File: config.mk
export PLATFORM = sky130hd
export DESIGN_NAME = mtfr_ctrl
export DESIGN_NICKNAME = d
export VERILOG_FILES = /design/src/hdl/mtfr_pkg.sv /design/src/hdl/mtfr_ctrl.sv
export SDC_FILE = /design/constraint.sdc
export NUM_CORES = 1
export LEC_CHECK = 0
export BUFFER_PORTS_ARGS = -buffer_cell sky130_fd_sc_hd__buf_2
export CORE_MARGIN = 2
export CORE_UTILIZATION = 54
export DETAILED_ROUTE_END_ITERATION = 10
export PLACE_DENSITY = 0.83
export SLEW_MARGIN = 25
export SYNTH_ARGS = -nofsm -noshare
export SYNTH_HDL_FRONTEND = slang
export SYNTH_SLANG_ARGS = --single-unit
File: constraint.sdc
create_clock -name clk -period 3.5 [get_ports clk]
set_input_delay 0.7 -clock clk [delete_from_list [all_inputs] [get_ports clk]]
set_output_delay 0.7 -clock clk [all_outputs]
set_load 0.05 [all_outputs]
File: src/hdl/mtfr_pkg.sv
// Shared types, constants and an arithmetic helper for the multitap feedback reverb.
`timescale 1ns / 1ps

package mtfr_pkg;

  localparam int DEF_DELAY_DEPTH = 2048;
  localparam int SAMPLE_W        = 24;
  localparam int GAIN_W          = 16;
  localparam int TAP_N           = 4;
  localparam int TSUM_W          = 41;   // exact tap sum, |T| < 2^40
  localparam int PROD_W          = 58;   // widest product and accumulation
  localparam int CFG_IDX_W       = 2;

  localparam logic [10:0] TAP_DIST [TAP_N] = '{11'd147, 11'd341, 11'd689, 11'd1123};
  localparam logic [15:0] TAP_WT   [TAP_N] = '{16'd39322, 16'd26214, 16'd19661, 16'd13107};

  typedef enum logic [CFG_IDX_W-1:0] {
    CFG_ENABLE   = 2'd0,
    CFG_DRY_GAIN = 2'd1,
    CFG_WET_GAIN = 2'd2,
    CFG_FB_GAIN  = 2'd3
  } cfg_idx_t;

  typedef enum logic [1:0] {
    MUL_TAP   = 2'd0,
    MUL_X_DRY = 2'd1,
    MUL_T_FB  = 2'd2,
    MUL_T_WET = 2'd3
  } mul_sel_t;

  typedef struct packed {
    logic     load;
    logic     rd_en;
    logic     tap_vld;
    logic [1:0] k;
    mul_sel_t mul_sel;
    logic     acc_en;
    logic     acc_first;
    logic     sum_ld;
    logic     wr_en;
    logic     res_ld;
  } ctl_t;

  // Round half up at bit 32, then clamp to the 24-bit sample range.
  function automatic logic [SAMPLE_W-1:0] sat_round(input logic signed [PROD_W-1:0] v);
    logic signed [PROD_W-1:0] t;
    logic signed [PROD_W-33:0] q;
    t = v + 58'sd2147483648;
    q = t[PROD_W-1:32];
    if (q > 26'sd8388607) begin
      return 24'h7FFFFF;
    end else if (q < -26'sd8388608) begin
      return 24'h800000;
    end else begin
      return q[SAMPLE_W-1:0];
    end
  endfunction

endpackage

File: src/hdl/mtfr_ctrl.sv
// Frame sequencer: step counter, shared write index, fill tracking and tap addressing.
`timescale 1ns / 1ps

module mtfr_ctrl #(
  parameter int DELAY_DEPTH = mtfr_pkg::DEF_DELAY_DEPTH,
  parameter int AW          = $clog2(DELAY_DEPTH)
) (
  input  logic          clk,
  input  logic          rst_n,
  input  logic          in_fire,
  input  logic          enable,
  input  logic          out_free,
  output logic          in_ready,
  output logic          out_load,
  output mtfr_pkg::ctl_t ctl,
  output logic [AW-1:0] rd_addr,
  output logic [AW-1:0] wr_addr
);
  import mtfr_pkg::*;

  typedef enum logic [2:0] {
    ST_IDLE = 3'b001,
    ST_RUN  = 3'b010,
    ST_DONE = 3'b100
  } state_t;

  localparam logic [3:0] STEP_ACC0 = 4'd2;
  localparam logic [3:0] STEP_XD   = 4'd5;
  localparam logic [3:0] STEP_FB   = 4'd6;
  localparam logic [3:0] STEP_WR   = 4'd7;
  localparam logic [3:0] STEP_LAST = 4'd8;
  localparam logic [AW-1:0] IDX_LAST = AW'(DELAY_DEPTH - 1);

  state_t        state_r, state_nxt;
  logic [3:0]    step_r, step_nxt;
  logic [AW-1:0] wr_idx_r, wr_idx_nxt;
  logic          wrap_r, wrap_nxt;
  logic [AW-1:0] tap_off;
  logic [1:0]    rk;

  assign in_ready = (state_r == ST_IDLE);
  assign out_load = (state_r == ST_DONE) && out_free;
  assign wr_addr  = wr_idx_r;

  assign rk      = step_r[1:0];
  assign tap_off = AW'(TAP_DIST[rk]);

  always_comb begin
    if (wr_idx_r >= tap_off) begin
      rd_addr = wr_idx_r - tap_off;
    end else begin
      rd_addr = AW'({1'b0, wr_idx_r} + (AW+1)'(DELAY_DEPTH) - {1'b0, tap_off});
    end
  end

  always_comb begin
    ctl         = '0;
    ctl.load    = in_fire;
    ctl.mul_sel = MUL_TAP;
    if (state_r == ST_RUN) begin
      ctl.rd_en     = (step_r < 4'd4);
      // entries not yet written since reset read as zero
      ctl.tap_vld   = wrap_r || (wr_idx_r >= tap_off);
      ctl.k         = 2'(step_r - 4'd1);
      ctl.acc_en    = (step_r >= STEP_ACC0) && (step_r <= STEP_XD);
      ctl.acc_first = (step_r == STEP_ACC0);
      ctl.sum_ld    = (step_r == STEP_FB);
      ctl.wr_en     = (step_r == STEP_WR);
      ctl.res_ld    = (step_r == STEP_LAST);
      if (step_r == STEP_XD) begin
        ctl.mul_sel = MUL_X_DRY;
      end else if (step_r == STEP_FB) begin
        ctl.mul_sel = MUL_T_FB;
      end else if (step_r == STEP_WR) begin
        ctl.mul_sel = MUL_T_WET;
      end
    end
  end

  always_comb begin
    state_nxt  = state_r;
    step_nxt   = step_r;
    wr_idx_nxt = wr_idx_r;
    wrap_nxt   = wrap_r;
    unique case (state_r)
      ST_IDLE: begin
        if (in_fire) begin
          step_nxt  = '0;
          state_nxt = enable ? ST_RUN : ST_DONE;
        end
      end
      ST_RUN: begin
        step_nxt = step_r + 4'd1;
        if (step_r == STEP_WR) begin
          // advance once per frame, after both channels are written
          wr_idx_nxt = (wr_idx_r == IDX_LAST) ? '0 : wr_idx_r + AW'(1);
          wrap_nxt   = wrap_r || (wr_idx_r == IDX_LAST);
        end
        if (step_r == STEP_LAST) begin
          state_nxt = ST_DONE;
        end
      end
      ST_DONE: begin
        if (out_free) begin
          state_nxt = ST_IDLE;
        end
      end
      default: state_nxt = ST_IDLE;
    endcase
  end

  always_ff @(posedge clk) begin
    if (!rst_n) begin
      state_r  <= ST_IDLE;
      step_r   <= '0;
      wr_idx_r <= '0;
      wrap_r   <= 1'b0;
    end else begin
      state_r  <= state_nxt;
      step_r   <= step_nxt;
      wr_idx_r <= wr_idx_nxt;
      wrap_r   <= wrap_nxt;
    end
  end

endmodule

---- Word-level counts from Yosys, hierarchy flattened ----
Cells that the tools add are included.
Widths: inputs -> output; s select.
word-level totals
  bits in registers ....................... 19
  bits of input ports ..................... 5
  output and inout bits ................... 36
  logic and storage cells ................. 52
operators by class
  $add $sub $neg .......................... 6
  order comparisons ....................... 5
  eq/ne operators ......................... 12
  multiplexer cells ....................... 16
  bitwise gates (word level) .............. 1
  reduce and logical (&&, ||, !) cells .... 8
operator list
  kind                   count
  $mux 11                5
  $add 11x1->11 const B  2
  $bmux 11 s2            1
  $sub 11x11->11         2
  $eq 4x3->1 const B     3
  $mux 3                 4
  $eq 11x11->1 const B   1
  $ge 11x11->1           1
  $pmux 3 s3             1
  $pmux 4 s2             1
  $mux 2                 3
  $add 4x1->4 const B    1
  $eq 4x2->1 const B     1
  $eq 4x4->1 const B     1
  $ge 4x2->1 const B     1
  $le 4x3->1 const B     1
  $lt 4x3->1 const B     1
  $mux 4                 1
  $ne 2x2->1 const B     2
  $reduce_and 2->1       2
  $eq 3x1->1 const B     1
  $eq 3x2->1 const B     1
  $eq 3x3->1 const B     1
  $ge 3x3->1 const B     1
  other kinds (7)        9

---- Depth between registers and ports, before layout ----
  word-level depth ........................ 7
  depth in mapped cells ................... 9
  depth with buffers taken out ............ 8

---- Worst setup path before layout ----
Ideal clock, no wire load.
  path kind ............................... reg2out
  start point ............................. register state_r[1]
  end point ............................... output ctl[4] (netlist bit)
  arrival time ............................ 3.404 ns
  required time ........................... 2.800 ns
  slack ................................... -0.604 ns
  cell stages (with the launch flop) ...... 4
  path buffers ............................ 1
  path through ............................ dfxtp_1 or3b_4 buf_6 a2111oi_0
RTL lines
  what                      line              RTL
  start: declaration        mtfr_ctrl.sv:34   state_t state_r, state_nxt;
  start signal: assignment  mtfr_ctrl.sv:119  state_r <= state_nxt;
  end: declaration          mtfr_ctrl.sv:15   output mtfr_pkg::ctl_t ctl,

---- Worst setup path after layout ----
  start point ............................. register step_r[0]
  end point ............................... output rd_addr[10]
on the way
  cells in the longest elaborated chain, start to end .. 6
  elaborated cells between the ends (all ways) .. 8
  classes of those cells .................. add/sub: 2; order compare: 1; mux: 4; bitwise: 1
ends and longest elaborated chain
  what                                             line              RTL
  start: declaration                               mtfr_ctrl.sv:35   logic [3:0] step_r, step_nxt;
  start signal: assignment                         mtfr_ctrl.sv:120  step_r <= step_nxt;
  $not 2->3 (not written as such) (*)              mtfr_ctrl.sv:46   assign tap_off = AW'(TAP_DIST[rk]);
  $bmux 11 s2 (*)                                  mtfr_ctrl.sv:46
  $mux 11 (not written as such) (*) (2 in series)  mtfr_ctrl.sv:46
  $sub 11x11->11, or another cell as far along     mtfr_ctrl.sv:52   rd_addr = AW'({1'b0, wr_idx_r} + (AW+1)'(DELAY_DEPTH) - {1'b0, tap_off});
  $mux 11 (*)                                      mtfr_ctrl.sv:49   if (wr_idx_r >= tap_off) begin
  end: declaration                                 mtfr_ctrl.sv:16   output logic [AW-1:0] rd_addr,
Mark *: on every way between the ends. The rest lies on a longest branch, timed or not. The select of a mux whose other input is x is not followed.

==> reports/results.tsv <==
metric	value	unit
mux share of post-synthesis cell area	0.0117	
CP Launch Type	flip-flop	
outcome	finished, final reports clean	
Die Ht	60.3	µm
Sink Count	19	
pwr/cell area	199	nW/µm²
largest net degree at the start of global routing	14	
slowest stage delay, CP	400	ps
Std-Cell Rows	20	
async set-reset flop share out of synthesis	0	
crit share post-route	0.959	
Slew @ Worst Pin	452	ps
synthesized instance count	216	
routed len/inst	13.9	µm
layout cells sized above 1	0.245	
H-Tree Depth	1	
Worst Hold Slack	506	ps
Core ar.	3030	µm²
TNS Setup	0	ps
final-stage net count	276	
reg2reg setup slack	1630	ps
Post-Route WL	4130	µm
sequential-to-total area share from yosys stat	0.222	
reg2reg start	state_r[1]	
CTS Buf Count	3	
Hold WC Path Type	reg2reg	
Synth area leaders	dfxtp_1 (22%), ha_1 (12%), nor2_1 (7.7%)	
crit end category	output port	
Worst-path clk slew	120	ps
P&R area growth vs syn	16.8	%
Synth Area in Adders	0.129	
total area of sequential cells	383	µm²
worst path arrival time	2660	ps
Ys Warns	0	
Max Slew Vio Count	0	
area of the mapped netlist	1710	µm²
Final setup viols	0	
critical-path maximum fanout	6	
DIE WIDTH	60.3	µm
clock root cell	clkbuf_4	
fillers	270	
DRT antenna net count	0	
initial antenna violation count	0	
Yosys reg bits	19	
Synth top area share	0.222	
Hold Violations, Final	0	
WS Path Type	reg2out	
library cells used by synthesis	54	
CP cell instances	inv_1 > ha_1 > inv_1 > fa_1 > nand2b_1 > a21boi_1 > nor2_1 > o311ai_2 > buf_4	
multi-input logic area	1260	µm²
Max Cap Viol	0	
drt pass-1 iters	4	
Max VDD drop	0.000228	V
DRC Markers	0	
Synth Area in Compound Gates	0.181	
Worst EP required	2800	ps
Worst Min Path Start	wrap_r	
post-CTS setup buffer count	0	
slowest cell on the critical path	fa_1	
vias	1682	
largest family of logic cells by synthesized area	simple AND/OR/NAND/NOR gates	
Post-synth EDFFs	0	
hold_buf cts	0	
routed vias/inst	5.66	
HPWL after DPL	3150	µm
first-pass GRT wire length	6470	µm
Max clock buf depth	2	
FMAX	298	MHz
area leader, netlist	dfxtp_1	
Main synth FF type	dfxtp_1	
gpl congestion	0.896	
Layout Skew	11.6	ps
vias in the first global route	1478	
clock insertion delay at the later pin of the skew report	320	ps
DIE AREA	3640	µm²
PortBufs	40	
Util after Layout	0.660	
RSZ-0062 raised after global routing	no	
relative slew slack	0.699	
Worst path most repeated cell	inv_1	
min cycle time layout	3360	ps
Commonest cells post-synth	nor2_1 (35), dfxtp_1 (19), ha_1 (16)	
TritonCTS clock tree	yes	
top-count cell post-synth	nor2_1	
XOR/XNOR Fraction of Synth Area	0.0768	
ANT cells	0	
initial core utilization	0.565	
P_leak	0.904	nW
GRT overflow	0	
syn avg cell area	7.92	µm²
Critical Path Source	step_r[0]	
I/O pins	41	
Synth Area in Simple Gates	0.319	
drt first-iter violations	138	
Syn Nets	238	
Overall Global Routing Usage	0.233	
==> critical path: cells and delay by family (launching register included) <==
| kind | cells | cell delay (ps) |
|---|---|---|
| adders and majority gates | 2 | 760 |
| buffers and inverters | 3 | 420 |
| and+or+nand+nor | 2 | 280 |
| AOI/OAI and AO/OA | 2 | 500 |
| DFF | 1 | 380 |
==> metal layers <==
metal,wire length (µm),share of wire,global-route usage
met5,0,0,0
met4,60,0.015,0.0794
met3,144,0.035,0.0152
met2,2010,0.49,0.399
met1,1920,0.46,0.310
==> per-stage QoR <==
step,std cells,area (µm²),setup slack [ps],total power [mW]
final,297,2000,143,0.398
after floorplan,216,1730,61.7,0.269
after detailed placement,293,1950,346,0.282
after global routing,297,2000,23.4,0.412
after global placement,293,1950,389,0.281
after CTS,297,1980,5.02,0.401
==> state kept, by name, indices dropped and copies added, names as in the netlist <==
register	count
wr_addr	11
step_r	4
state_r	3
wrap_r	1
==> power by group <==
part / switching [mW] / internal (mW)
Sequential: 0.00597 / 0.220
Combinational: 0.0351 / 0.0170
Clock: 0.0770 / 0.0438
Total: 0.118 / 0.280
==> placed cells by master (no fill, tap or decap), drive strengths merged, types with 3 or more instances in the layout <==
cell type,instances
nand2,12
dfxtp,19
a21o,4
nand3,7
nor2,35
clkbuf,4
inv,14
o21ai,4
a211oi,4
xnor2,14
nand2b,5
nor3,9
buf,41
a21oi,13
and3,3
nor4,6
nor2b,3
ha,16
==> area by class of cell <==
type	instances	area share
clock buffer	3	0.0113
clock inverter	1	0.00375
inverter	14	0.0263
multi-input combinational	174	0.630
sequential	19	0.191
tap	44	0.0275
timing repair buffer	42	0.110
==> logic make-up after synthesis <==
group           count (synthesis)
fa+ha+maj                      17
mux                             2
simple gates                   96
buf+inv                        23
compound gates                 44
xor+xnor                       15
flops                          19
==> what timing repair did <==
action	in CTS	in global routing
cloned	0	0
endpoints found under the hold margin	0	0
endpoints found under the setup margin	1	4
gates resized for setup	1	9
==> path summary, 6_finish.rpt <==
path | end | cells past startpoint
worst max register to register | wr_addr[5] | 4
worst min register to register | wrap_r | 2
worst max-delay path | rd_addr[10] | 9
worst min-delay path | wrap_r | 2
(Power assumes the default switching activity.)
